**config.mk**
```make
export PLATFORM = sky130hd
export DESIGN_NAME = fit_policy_partition_allocator_core
export DESIGN_NICKNAME = d
export VERILOG_FILES = /design/src/rtl/core/fpa_pkg.sv /design/src/rtl/core/fpa_ram.sv /design/src/rtl/core/fit_policy_partition_allocator_core.sv
export SDC_FILE = /design/constraint.sdc
export NUM_CORES = 1
export LEC_CHECK = 0
export BUFFER_PORTS_ARGS = -buffer_cell sky130_fd_sc_hd__clkbuf_2
export CELL_PAD_IN_SITES_DETAIL_PLACEMENT = 1
export CELL_PAD_IN_SITES_GLOBAL_PLACEMENT = 1
export CORE_MARGIN = 2
export CORE_UTILIZATION = 35
export DETAILED_ROUTE_END_ITERATION = 12
export GPL_ROUTABILITY_DRIVEN = 0
export HOLD_SLACK_MARGIN = 0.02
export PLACE_DENSITY = 0.67
export SETUP_SLACK_MARGIN = 0.2
export SLEW_MARGIN = 20
export SYNTH_ARGS = -nofsm -noshare
export SYNTH_HDL_FRONTEND = slang
export SYNTH_SLANG_ARGS = --single-unit
```
**constraint.sdc**
```tcl
create_clock -name clk -period 3.93 [get_ports clk]
set_clock_uncertainty 0.1 [all_clocks]
set_input_delay 0.393 -clock clk [delete_from_list [all_inputs] [get_ports clk]]
set_output_delay 0.393 -clock clk [all_outputs]
set_load 0.05 [all_outputs]
```
**src/rtl/core/fpa_pkg.sv**
```systemverilog
// ---------------------------------------------------------------------------
// fpa_pkg
// shared types and constants for the fit policy partition allocator
// ---------------------------------------------------------------------------
package fpa_pkg;

  localparam int PARTITIONS = 16;
  localparam int SIZE_BITS  = 16;
  localparam int IDX_BITS   = (PARTITIONS > 1) ? $clog2(PARTITIONS) : 1;
  localparam int CNT_BITS   = $clog2(PARTITIONS + 1);

  // configuration register indexes
  localparam int CFG_IDX_BITS = 1;
  localparam int CFG_DATA_BITS = 5;
  localparam logic [CFG_IDX_BITS-1:0] REG_FIT_POLICY    = 1'b0;
  localparam logic [CFG_IDX_BITS-1:0] REG_PARTS_IN_USE  = 1'b1;

  // placement policy codes, the unused code behaves as first fit
  localparam logic [1:0] FIT_FIRST = 2'd0;
  localparam logic [1:0] FIT_BEST  = 2'd1;
  localparam logic [1:0] FIT_WORST = 2'd2;

  // request types
  localparam logic REQ_LOAD  = 1'b0;
  localparam logic REQ_ALLOC = 1'b1;

  // result status codes
  localparam logic [1:0] STAT_LOADED    = 2'd0;
  localparam logic [1:0] STAT_ALLOCATED = 2'd1;
  localparam logic [1:0] STAT_REFUSED   = 2'd2;

  typedef struct packed {
    logic        req_type;
    logic [3:0]  partition_index;
    logic [15:0] amount;
  } in_item_t;

  typedef struct packed {
    logic [1:0]  status;
    logic [3:0]  granted_partition;
    logic [15:0] space_left;
    logic [15:0] request_number;
  } out_item_t;

  typedef enum logic [1:0] {
    ST_IDLE,
    ST_SCAN,
    ST_FINISH
  } fpa_state_t;

endpackage

```
**src/rtl/core/fpa_ram.sv**
```systemverilog
// ---------------------------------------------------------------------------
// fpa_ram
// generic single write, single read ram with registered read data
// ---------------------------------------------------------------------------
module fpa_ram #(
  parameter int WIDTH = 16,
  parameter int DEPTH = 16
) (
  input  logic                                    clk,
  input  logic                                    we,
  input  logic [((DEPTH > 1) ? $clog2(DEPTH) : 1)-1:0] waddr,
  input  logic [WIDTH-1:0]                        wdata,
  input  logic [((DEPTH > 1) ? $clog2(DEPTH) : 1)-1:0] raddr,
  output logic [WIDTH-1:0]                        rdata
);

  logic [WIDTH-1:0] mem [DEPTH];

  always_ff @(posedge clk) begin
    if (we) begin
      mem[waddr] <= wdata;
    end
    rdata <= mem[raddr];
  end

endmodule

```
**src/rtl/core/fit_policy_partition_allocator_core.sv**
```systemverilog
// ---------------------------------------------------------------------------
// fit_policy_partition_allocator_core
// partition free-space table with first, best and worst fit placement
// ---------------------------------------------------------------------------
// operation: a load is written into the table when accepted and its result
//   is registered in the finish state; an allocation scans the searched
//   partitions with one read of the free-space ram per cycle, then builds its
//   result in the finish state, which waits while the result register is
//   full; no new transaction is accepted until the block is back in idle
// reset (synchronous, rst_n low): fit first policy, 16 partitions searched,
//   request counter zero, no result pending; the table holds no defined data
//   until each partition is loaded
// ---------------------------------------------------------------------------
module fit_policy_partition_allocator_core (
  input  logic                                clk,
  input  logic                                rst_n,
  // input transactions
  input  logic                                in_valid,
  output logic                                in_ready,
  input  fpa_pkg::in_item_t                   in_data,
  // result transactions
  output logic                                out_valid,
  input  logic                                out_ready,
  output fpa_pkg::out_item_t                  out_data,
  // configuration writes
  input  logic                                cfg_we,
  input  logic [fpa_pkg::CFG_IDX_BITS-1:0]    cfg_index,
  input  logic [fpa_pkg::CFG_DATA_BITS-1:0]   cfg_wdata
);

  // configuration registers
  logic [1:0]                       policy_r;
  logic [4:0]                       parts_r;

  // control state
  fpa_pkg::fpa_state_t              state_r, state_nxt;
  logic                             out_valid_r, out_valid_nxt;
  logic [15:0]                      req_cnt_r, req_cnt_nxt;
  logic [fpa_pkg::CNT_BITS-1:0]     issue_cnt_r, issue_cnt_nxt;
  logic                             pend_r, pend_nxt;
  logic                             found_r, found_nxt;

  // payload
  fpa_pkg::in_item_t                item_r, item_nxt;
  fpa_pkg::out_item_t               out_data_r, out_data_nxt;
  logic [fpa_pkg::IDX_BITS-1:0]     pend_idx_r, pend_idx_nxt;
  logic [fpa_pkg::IDX_BITS-1:0]     pick_r, pick_nxt;
  logic [fpa_pkg::SIZE_BITS-1:0]    best_r, best_nxt;

  // ram port signals
  logic                             ram_we;
  logic [fpa_pkg::IDX_BITS-1:0]     ram_waddr;
  logic [fpa_pkg::SIZE_BITS-1:0]    ram_wdata;
  logic [fpa_pkg::IDX_BITS-1:0]     ram_raddr;
  logic [fpa_pkg::SIZE_BITS-1:0]    ram_rdata;

  // helpers
  logic [fpa_pkg::CNT_BITS-1:0]     limit;
  logic [fpa_pkg::SIZE_BITS-1:0]    in_amt;
  logic [fpa_pkg::SIZE_BITS-1:0]    item_amt;
  logic [fpa_pkg::SIZE_BITS-1:0]    remain;
  logic                             in_idx_ok;
  logic                             item_idx_ok;
  logic                             fits;
  logic                             take;
  logic                             out_free;

  fpa_ram #(
    .WIDTH (fpa_pkg::SIZE_BITS),
    .DEPTH (fpa_pkg::PARTITIONS)
  ) u_free_ram (
    .clk   (clk),
    .we    (ram_we),
    .waddr (ram_waddr),
    .wdata (ram_wdata),
    .raddr (ram_raddr),
    .rdata (ram_rdata)
  );

  // configuration writes, the search count is clamped to the table size
  always_ff @(posedge clk) begin
    if (!rst_n) begin
      policy_r <= fpa_pkg::FIT_FIRST;
      parts_r  <= 5'd16;
    end else if (cfg_we) begin
      unique case (cfg_index)
        fpa_pkg::REG_FIT_POLICY:   policy_r <= cfg_wdata[1:0];
        fpa_pkg::REG_PARTS_IN_USE: parts_r  <= cfg_wdata[4:0];
        default: ;
      endcase
    end
  end

  always_comb begin
    if (32'(parts_r) > fpa_pkg::PARTITIONS) begin
      limit = fpa_pkg::CNT_BITS'(fpa_pkg::PARTITIONS);
    end else begin
      limit = fpa_pkg::CNT_BITS'(parts_r);
    end
  end

  assign in_amt      = fpa_pkg::SIZE_BITS'(in_data.amount);
  assign item_amt    = fpa_pkg::SIZE_BITS'(item_r.amount);
  assign in_idx_ok   = 32'(in_data.partition_index) < fpa_pkg::PARTITIONS;
  assign item_idx_ok = 32'(item_r.partition_index) < fpa_pkg::PARTITIONS;
  assign remain      = best_r - item_amt;
  assign out_free    = !out_valid_r || out_ready;

  // compare of the entry read back last cycle against the best so far
  assign fits = ram_rdata >= item_amt;
  always_comb begin
    take = 1'b0;
    if (pend_r && fits) begin
      if (!found_r) begin
        take = 1'b1;
      end else if (policy_r == fpa_pkg::FIT_BEST && ram_rdata < best_r) begin
        take = 1'b1;
      end else if (policy_r == fpa_pkg::FIT_WORST && ram_rdata > best_r) begin
        take = 1'b1;
      end
    end
  end

  // state register and datapath registers
  always_ff @(posedge clk) begin
    if (!rst_n) begin
      state_r     <= fpa_pkg::ST_IDLE;
      out_valid_r <= 1'b0;
      req_cnt_r   <= '0;
      issue_cnt_r <= '0;
      pend_r      <= 1'b0;
      found_r     <= 1'b0;
    end else begin
      state_r     <= state_nxt;
      out_valid_r <= out_valid_nxt;
      req_cnt_r   <= req_cnt_nxt;
      issue_cnt_r <= issue_cnt_nxt;
      pend_r      <= pend_nxt;
      found_r     <= found_nxt;
    end
  end

  always_ff @(posedge clk) begin
    item_r     <= item_nxt;
    out_data_r <= out_data_nxt;
    pend_idx_r <= pend_idx_nxt;
    pick_r     <= pick_nxt;
    best_r     <= best_nxt;
  end

  // next state, ram control and result build
  always_comb begin
    state_nxt     = state_r;
    out_valid_nxt = out_valid_r;
    req_cnt_nxt   = req_cnt_r;
    issue_cnt_nxt = issue_cnt_r;
    pend_nxt      = pend_r;
    found_nxt     = found_r;
    item_nxt      = item_r;
    out_data_nxt  = out_data_r;
    pend_idx_nxt  = pend_idx_r;
    pick_nxt      = pick_r;
    best_nxt      = best_r;
    ram_we        = 1'b0;
    ram_waddr     = fpa_pkg::IDX_BITS'(in_data.partition_index);
    ram_wdata     = in_amt;
    ram_raddr     = issue_cnt_r[fpa_pkg::IDX_BITS-1:0];

    // result register empties when the consumer takes it
    if (out_valid_r && out_ready) begin
      out_valid_nxt = 1'b0;
    end

    unique case (state_r)
      fpa_pkg::ST_IDLE: begin
        if (in_valid) begin
          item_nxt = in_data;
          if (in_data.req_type == fpa_pkg::REQ_LOAD) begin
            // loads go straight into the table, out of range ones are dropped
            ram_we    = in_idx_ok;
            state_nxt = fpa_pkg::ST_FINISH;
          end else begin
            req_cnt_nxt   = req_cnt_r + 16'd1;
            issue_cnt_nxt = '0;
            pend_nxt      = 1'b0;
            found_nxt     = 1'b0;
            state_nxt     = fpa_pkg::ST_SCAN;
          end
        end
      end

      fpa_pkg::ST_SCAN: begin
        // issue one read a cycle, compare the data of the previous read
        pend_nxt = 1'b0;
        if (issue_cnt_r < limit) begin
          pend_nxt      = 1'b1;
          pend_idx_nxt  = issue_cnt_r[fpa_pkg::IDX_BITS-1:0];
          issue_cnt_nxt = issue_cnt_r + fpa_pkg::CNT_BITS'(1);
        end
        if (take) begin
          found_nxt = 1'b1;
          pick_nxt  = pend_idx_r;
          best_nxt  = ram_rdata;
        end
        if (issue_cnt_r >= limit && !pend_r) begin
          state_nxt = fpa_pkg::ST_FINISH;
        end
      end

      fpa_pkg::ST_FINISH: begin
        if (out_free) begin
          out_valid_nxt = 1'b1;
          state_nxt     = fpa_pkg::ST_IDLE;
          if (item_r.req_type == fpa_pkg::REQ_LOAD) begin
            out_data_nxt.status            = fpa_pkg::STAT_LOADED;
            out_data_nxt.granted_partition = item_r.partition_index;
            out_data_nxt.space_left        = item_idx_ok ? 16'(item_amt) : 16'd0;
            out_data_nxt.request_number    = 16'd0;
          end else if (found_r) begin
            // write back the shrunk free size of the chosen partition
            ram_we    = 1'b1;
            ram_waddr = pick_r;
            ram_wdata = remain;
            out_data_nxt.status            = fpa_pkg::STAT_ALLOCATED;
            out_data_nxt.granted_partition = 4'(pick_r);
            out_data_nxt.space_left        = 16'(remain);
            out_data_nxt.request_number    = req_cnt_r;
          end else begin
            out_data_nxt.status            = fpa_pkg::STAT_REFUSED;
            out_data_nxt.granted_partition = 4'd0;
            out_data_nxt.space_left        = 16'd0;
            out_data_nxt.request_number    = req_cnt_r;
          end
        end
      end

      default: begin
        state_nxt = fpa_pkg::ST_IDLE;
      end
    endcase
  end

  assign in_ready  = (state_r == fpa_pkg::ST_IDLE);
  assign out_valid = out_valid_r;
  assign out_data  = out_data_r;

endmodule

```
; ---- Yosys cells after proc, flatten, opt, wreduce, memory -nomap -nowiden
; Memories as Yosys holds them, arrays and structs flattened. A register that Yosys moved wholly into a read port is not among the register bits.
; Cells that the tools add are included.
[totals]
regBits = 116
ram_bits = 256
in_bits = 32
memories = 1
[op_classes]
n_addsub = 3
magnitude_cmp = 6
eq_ne = 10
muxes = 41
bitwise_logic = 1
n_reduce_logical = 21
[mem_list]
columns = memory, words, width, rd, rd_ports_with_merged_regs, wr, line
row1 = u_free_ram.mem, 16, 16, 1, 1, 1, fpa_ram.sv:17  ; logic [WIDTH-1:0] mem [DEPTH];
[op_table]
columns = op, count
row1 = 16-bit two-way mux, 4
row2 = 38-bit two-way mux, 1
row3 = 36-bit two-way mux, 1
row4 = 5-bit two-way mux, 4
row5 = 1-bit two-way mux, 18
row6 = "16-bit by 1-bit adder with 16-bit output, second input constant", 1
row7 = 16-bit greater-or-equal comparator, 1
row8 = 16-bit greater-than comparator, 1
row9 = 16-bit less-than comparator, 1
row10 = 4-bit two-way mux, 4
row11 = 16-bit subtractor, 1
row12 = 2-bit AND reduction, 6
row13 = "2-bit inequality test, second input constant", 5
row14 = 5-bit case mux with 2 select lines, 1
row15 = 3-bit AND reduction, 3
row16 = 2-bit two-way mux, 4
row17 = 4-bit AND reduction, 2
row18 = 1-bit case mux with 2 select lines, 3
row19 = 2-bit case mux with 3 select lines, 1
row20 = "5-bit by 1-bit adder with 5-bit output, second input constant", 1
row21 = 5-bit greater-or-equal comparator, 1
row22 = "5-bit greater-than comparator, second input constant", 1
row23 = 1-bit logical AND, 5
row24 = 5-bit less-than comparator, 1
row25 = other kinds (8), 11

; ---- Logic depth before layout (Yosys ltp)
; Gate-level depths: netlist (run 1).
[logic_depth]
depth_word = 8
ltp_mapped = 11
depth_no_buf = 11

; ---- Hierarchy
; A second synthesis (run 1) with hierarchy kept.
[hier_totals]
hier_cells = 997
hier_area_um2 = 16229.3
[modules_own_cells]
columns = module, n_inst, cells_each, area_each_um2
row1 = fpa_ram, 1, 432, 10043.4
row2 = fit_policy_partition_allocator_core, 1, 565, 6185.9

; ---- Worst setup path before layout (run 1)
; No wires, ideal clock.
[synth_timing]
kind = reg-to-reg
start = register out_valid_r, in the netlist out_valid
end = memory u_free_ram.mem[9][0] (enable)
arrival_time_ns = 3.186
setup_slack_ns = 0.256
stages_incl_launch_ff = 8
period_less_slack_ns = 3.674
cell_sequence = dfxtp_1 > nand2b_1 > nor2b_2 > nand2_1 > clkbuf_1 > nor3b_1 > a31oi_1 > nor2_1
[synth_between]
elab_chain_cells = 6
[synth_rtl]
columns = item, line
row1 = from (decl), fit_policy_partition_allocator_core.sv:37  ; logic out_valid_r, out_valid_nxt;
row2 = from (signal assigned), fit_policy_partition_allocator_core.sv:135  ; out_valid_r <= out_valid_nxt;
row3 = 1-bit zero test *, fit_policy_partition_allocator_core.sv:107  ; assign out_free = !out_valid_r || out_ready;
row4 = 1-bit logical OR *, fit_policy_partition_allocator_core.sv:107
row5 = 1-bit two-way mux, fit_policy_partition_allocator_core.sv:211  ; if (out_free) begin
row6 = 1-bit case mux with 2 select lines, fit_policy_partition_allocator_core.sv:174  ; unique case (state_r)
row7 = 1-bit two-way mux, fpa_ram.sv:20  ; if (we) begin
row8 = 1-bit two-way mux (implied by the code), fpa_ram.sv:21  ; mem[waddr] <= wdata;
row9 = to (decl), fpa_ram.sv:17
; Mark *: on every way between the ends. The rest lies on a longest branch, timed or not.

; ---- Worst setup path in the final report (run 1)
[layout_timing]
start = register best_r[0] (netlist name)
end = memory u_free_ram.mem[14][14] (data pin)
[layout_between]
elab_chain_cells = 5
[layout_rtl]
columns = item, line
row1 = from (decl), fit_policy_partition_allocator_core.sv:48  ; logic [fpa_pkg::SIZE_BITS-1:0] best_r, best_nxt;
row2 = from (signal assigned), fit_policy_partition_allocator_core.sv:148  ; best_r <= best_nxt;
row3 = 16-bit subtractor, fit_policy_partition_allocator_core.sv:106  ; assign remain = best_r - item_amt;
row4 = 16-bit two-way mux, fit_policy_partition_allocator_core.sv:219  ; end else if (found_r) begin
row5 = 16-bit two-way mux, fit_policy_partition_allocator_core.sv:214  ; if (item_r.req_type == fpa_pkg::REQ_LOAD) begin
row6 = 16-bit two-way mux, fit_policy_partition_allocator_core.sv:211
row7 = 16-bit two-way mux, fit_policy_partition_allocator_core.sv:174
row8 = "net ram_wdata, one bit", fit_policy_partition_allocator_core.sv:53  ; logic [fpa_pkg::SIZE_BITS-1:0] ram_wdata;
; The timed path passes the listed nets, and every way through them passes these cells.

==> impl_metrics.yaml, run 1 <==
grt:
  grt_pass1_vias: 9826
  grt_first_pass_wirelength_um: 60170
  grt.overflow.total: 0
  grt_usage_pct: 16.81
  antenna_found_initial: 0
  grt_max_degree: 69
sta:
  setup_viol: 0
  worstMarginPinSlew_ns: 0.6638
  hold_viol: 0
  fmax_mhz: 295.1
  timing.hold.ws_ns: 0.07670
  period_needed_ns: 3.389
  rsz0062_at_grt: "no"
  worst_slack_ns: 0.5410
  fin_crit_sh_pct: 86.23
  slew-limit-headroom_pct: 55.51
  slew_violations: 0
  tns_ns: 0
yosys:
  ys_seq_area_share_pct: 68.87
  synth_common_cells: "339 x edfxtp_1, 80 x mux4_2, 56 x inv_1"
  syn-cell-area_sq_um: 16200
  synth_edf_count: 339
  netlist_instances: 980
  ys_seq_elements: 388
  yosysMostFrequentCell: "edfxtp_1"
  synth_top_area_share_pct: 62.82
  synth-async-reset-ratio_pct: 0
  yosysUniqueCellTypes: 64
  syn_nets: 1067
  yosysWarnings: 0
  synth_area_leaders: "edfxtp_1 63%, mux4_2 11%, dfxtp_1 6.1%, ha_1 4.2%, and2_1 1.3%"
  avgSynthCellArea_sq_um: 16.53
  synth.largest_area_cell: "edfxtp_1"
  synth-main-ff-cell: "edfxtp_1"
power:
  power_leakage_nw: 6.718
  power_frac_seq_pct: 50.5
  vdd.ir_drop.worst_mv: 0.3091
  clkPwrFrac_pct: 42.0
  pwr-share-comb_pct: 7.5
  power_density_nw_per_um2: 476.4
  netSwitchingFraction_pct: 23.05
  switchingPower_mw: 2.110
  intPower_mw: 7.046
die:
  pin_count: 72
  die_area_sq_um: 48040
  row_count: 78
  die_h_um: 219.2
  start_util_pct: 35.55
  core_sq_um: 45580
  die_w_um: 219.2
worst_setup_path:
  cp.required_ns: 3.95
  path_class: "register to register"
  cp_data_arrival_time_ns: 3.41
  worstPathMaxFanout: 16
  crit_path_end_kind: "register"
  startpoint_type: "register"
cts:
  cts.reportedPaths.clkPinSlew_ns: 0.06
  cts_max_level: 2
  cts_root_buffer: "clkbuf_16"
  cts_tree: "done"
  cts.sinks: 388
  clock_insertion_delay_worst_skew_ns: 0.57
  cts_resized: 0
  cts.path.max_buffers: 3
  cts_made_buffers: 42
place:
  post-dp-hpwl_um: 26700
  post_dp_cell_area_sq_um: 17610
  numPortBuffers: 71
  pre_cts_slack_ns: 0.5268
worst_hold_path:
  worstHoldPathType: "primary input to register"
outcome:
  status: "complete, no violations"
layout:
  drive_above_1_share_pct: 24.19
  diodes: 0
  fin_area_sq_um: 19220
  areaGrowthSynthToFinish_pct: 18.61
  utilization_pct: 42.17
  fin_nets: 1228
drt:
  dr_total_vias: 9082
  drc: 0
  wl_per_cell_um: 22.07
  drt-initial-drc-count: 692
  postRouteAntennaNets: 0
  via_per_inst: 5.120
  firstDrtPassIters: 4
  wirelength_um: 39160
job:
  max_cap_viol_count: 0
-- flip-flops by register name, indices dropped and copies added, names as in the netlist --
signal            cells
best_r               16
found_r               1
issue_cnt_r           5
item_amt             16
item_r                5
out_data             38
out_valid             1
parts_r               5
pend_idx_r            4
pend_r                1
pick_r                4
policy_r              2
req_cnt_r            16
state_r               2
u_free_ram.mem      256
u_free_ram.rdata     16
-- worst paths after layout --
path	end	slack, ns	cells past startpoint	from
worst max register to register	u_free_ram.mem[14][14]$_DFFE_PP_	0.54	11	best_r[0]$_DFFE_PP_
worst min register to register	pick_r[3]$_DFFE_PP_	0.31	0	pend_idx_r[3]$_DFFE_PP_
worst max-delay path	u_free_ram.mem[14][14]$_DFFE_PP_	0.54	11	best_r[0]$_DFFE_PP_
worst min-delay path	parts_r[0]$_SDFFE_PN0P_	0.08	3	cfg_we
-- power by group through the flow --
stage	logic [mW]	registers [mW]	clock network, mW
after floorplan	0.364	4.78	0
after global placement	0.655	4.70	0
after detailed placement	0.670	4.71	0
after CTS	0.694	4.62	3.95
after global routing	0.748	4.63	4.09
final	0.688	4.62	3.85
-- metal layers --
metal	wire length (um)	vias up	share of wire, %	track usage [%]
met5	0	-	0	0
met4	1244	0	3.2	6.779
met3	1529	69	3.9	3.035
met2	19060	195	49	27.61
met1	17330	4696	44	22.11
li1	-	4122	-	-
-- through the flow --
step,cells,total power [mW]
4_1_cts,1774,9.265
5_1_grt,1774,9.465
3_3_place_gp,1671,5.359
2_1_floorplan,980,5.144
6_report,1774,9.156
3_5_place_dp,1671,5.379
-- cell families (layout without fill, tap and decap cells) --
group           count (synthesis)  after routing  share of synthesized area [%]
mux                            82             82                          11.24
buf+inv                        92            286                          2.309
compound gates                126            126                          5.019
xor+xnor                       31             31                          1.722
fa+ha+maj                      55             55                          4.293
flops                         388            388                          68.87
simple gates                  206            206                          6.540
-- cell usage in the layout, fill, tap and decap left out, types with 3 or more instances in the layout --
master,netlist,final
mux4_2,80,80
clkinv_2,0,7
o22ai_1,15,15
clkinv_4,0,4
dlygate4sd3_1,0,26
a31oi_1,7,7
o211ai_1,4,4
clkbuf_2,2,71
edfxtp_1,339,339
nor2_1,36,35
ha_1,54,54
xor2_1,10,10
nor3_1,3,3
bufinv_16,0,3
nor2b_1,9,9
a21oi_1,23,23
xnor2_1,20,20
clkbuf_16,0,43
dfxtp_1,49,47
a21boi_0,7,7
inv_1,56,56
nand3_1,21,21
o21a_1,4,4
clkbuf_1,21,8
a21o_1,8,8
buf_4,1,52
clkinv_1,1,10
nand2b_1,8,8
a21oi_2,3,3
nor3b_1,4,4
o21ai_0,34,34
nand4_1,13,13
a211oi_1,4,4
and2_1,34,34
and3_1,9,9
buf_12,0,3
nand2_1,55,55
-- critical path, stage by stage (launching register included) --
cell	delay (ns)
edfxtp_1	0.39
inv_1	0.07
ha_1	0.15
inv_1	0.05
fa_1	0.43
a21oi_2	0.22
o221ai_2	0.20
a2111oi_2	0.43
nor2_2	0.10
a21oi_2	0.22
or4_1	0.14
nand3_1	0.42
-- cell type report --
type	instances	area, sq um
timing repair buffer	152	1066
fill	4522	26360
clock buffer	52	1120
multi-input combinational	500	4677
inverter	57	214.0
tap	600	750.7
sequential	388	11170
clock inverter	25	226.5
-- repair_timing --
item | in CTS | in global routing
hold buffers | 26 | 0
endpoints found under the hold margin | 28 | 0
setup buffers | 0 | 0
No activity file was read; power rests on OpenSTA's default activity.
==> run 2: changes to the inputs <==
--- a/config.mk
+++ b/config.mk
@@ -10,6 +10,7 @@
 export CELL_PAD_IN_SITES_GLOBAL_PLACEMENT = 1
 export CORE_MARGIN = 2
 export CORE_UTILIZATION = 35
+export CTS_BUF_LIST = sky130_fd_sc_hd__clkbuf_8
 export DETAILED_ROUTE_END_ITERATION = 12
 export GPL_ROUTABILITY_DRIVEN = 0
 export HOLD_SLACK_MARGIN = 0.02
==> impl_metrics.yaml, run 2 (same netlist as run 1, synthesis figures left out) <==
drt:
  drt-initial-drc-count: 666
  via_per_inst: 5.100
  dr_total_vias: 9282
  wirelength_um: 39100
  drc: 0
  wl_per_cell_um: 21.48
  postRouteAntennaNets: 0
  firstDrtPassIters: 4
layout:
  drive_above_1_share_pct: 25.90
  largest_reg_flops: 256
  areaGrowthSynthToFinish_pct: 18.45
  mostFrequentLayoutCells: "339 x edfxtp_1, 80 x mux4_2, 71 x clkbuf_2, 70 x inv_1, 64 x clkbuf_8"
  top_register: "u_free_ram.mem"
  final_common_cell: "edfxtp_1"
  diodes: 0
  fin_nets: 1254
  utilization_pct: 42.12
  fin_area_sq_um: 19190
die:
  die_area_sq_um: 48040
  start_util_pct: 35.55
  row_count: 78
  pin_count: 72
  core_sq_um: 45580
  die_h_um: 219.2
  die_w_um: 219.2
cts:
  cts.reportedPaths.clkPinSlew_ns: 0.06
  cts_made_buffers: 61
  cts_setup_buffers: 0
  cts.sinks: 388
  cts.path.max_buffers: 3
  cts_tree: "done"
  cts_max_level: 2
  hold_buffers: 33
  cts_resized: 0
  clock_insertion_delay_worst_skew_ns: 0.65
  cts_root_buffer: "clkbuf_8"
worst_hold_path:
  worstHoldPathType: "primary input to register"
  worstHoldEndpoint: "pend_r$_SDFFE_PN0P_"
  min_from: "in_valid"
  holdPathStages: 5
worst_setup_path:
  crit_path_end_kind: "register"
  worstPathMaxFanout: 16
  path_class: "register to register"
  reg2reg_to: "u_free_ram.mem[14][14]$_DFFE_PP_"
  reg2reg_depth: 11
  cp.required_ns: 4.01
  r2r-start: "best_r[0]$_DFFE_PP_"
  cp_data_arrival_time_ns: 3.50
  startpoint_type: "register"
  reg2reg_slack_ns: 0.52
grt:
  grt.overflow.total: 0
  grt_first_pass_wirelength_um: 60440
  antenna_found_initial: 0
  grt_pass1_vias: 10000
  grt_usage_pct: 16.76
  grt_max_degree: 69
sta:
  fmax_mhz: 293.0
  slew-limit-headroom_pct: 55.63
  fin_crit_sh_pct: 86.83
  rsz0062_at_grt: "no"
  period_needed_ns: 3.413
  tns_ns: 0
  timing.hold.ws_ns: 0.2028
  slew_violations: 0
  hold_viol: 0
  worstMarginPinSlew_ns: 0.6619
  setup_viol: 0
power:
  total_power_mw: 8.793
  power_leakage_nw: 6.784
  vdd.ir_drop.worst_mv: 0.3487
  power_density_nw_per_um2: 458.1
place:
  numPortBuffers: 71
  post_dp_cell_area_sq_um: 17610
  post-dp-hpwl_um: 26700
outcome:
  status: "complete, no violations"
job:
  max_cap_viol_count: 0
[run 2: changes by cell type in the layout (fill, tap and decap cells not counted), moves of 7 or more]
| cell | previous run | this run |
|---|---|---|
| clkbuf_8 | 1 | 64 |
| clkbuf_16 | 43 | 0 |
| inv_1 | 56 | 70 |
| clkinv_2 | 7 | 19 |
| clkbuf_1 | 8 | 0 |
| dlygate4sd3_1 | 26 | 33 |
[run 2: metrics by stage]
stage,instances,setup WS (ns)
2_1_floorplan,980,0.2559
3_3_place_gp,1671,0.6288
3_5_place_dp,1671,0.5268
4_1_cts,1820,0.5024
5_1_grt,1820,0.3384
6_report,1820,0.5175
[run 2: worst max-delay path, stage by stage (launching register included)]
cell and delay [ns]:
edfxtp_1 0.39, inv_1 0.07, ha_1 0.15, inv_1 0.05, fa_1 0.42, a21oi_2 0.23
o221ai_2 0.20, a2111oi_2 0.43, nor2_2 0.10, a21oi_2 0.23, or4_1 0.15, nand3_1 0.42
[run 2: worst max-delay path by stage]
| stage | to | startpoint | cells after the start |
|---|---|---|---|
| final | u_free_ram.mem[14][14]$_DFFE_PP_ | best_r[0]$_DFFE_PP_ | 11 |
| after global routing | u_free_ram.mem[14][14]$_DFFE_PP_ | best_r[0]$_DFFE_PP_ | 11 |
| after CTS | u_free_ram.mem[14][14]$_DFFE_PP_ | best_r[0]$_DFFE_PP_ | 11 |
| after detailed placement | u_free_ram.mem[7][14]$_DFFE_PP_ | best_r[0]$_DFFE_PP_ | 11 |
| after global placement | u_free_ram.mem[4][14]$_DFFE_PP_ | best_r[0]$_DFFE_PP_ | 11 |
| after floorplan | u_free_ram.mem[9][0]$_DFFE_PP_ | out_valid$_SDFF_PN0_ | 7 |
[run 2: cell type report]
class                           instances  area, sq um
Timing Repair Buffer                  159         1136
Fill cell                            4526        26380
Inverter                               57        214.0
Tap cell                              600        750.7
Clock buffer                           64        880.8
Sequential cell                       388        11170
Multi-Input combinational cell        500         4677
Clock inverter                         52        370.4
[run 2: per-layer routing]
| layer | track usage, % | routed length [um] | share of wire, % |
|---|---|---|---|
| met2 | 27.43 | 19010 | 49 |
| met4 | 6.306 | 1184 | 3.0 |
| met5 | 0 | 0 | 0 |
| met1 | 22.15 | 17000 | 43 |
| met3 | 3.257 | 1897 | 4.9 |
[run 2: where the power goes]
group          switching (mW)  internal (mW)
registers              0.0502           4.57
clock network            1.63           1.85
logic                   0.444          0.247
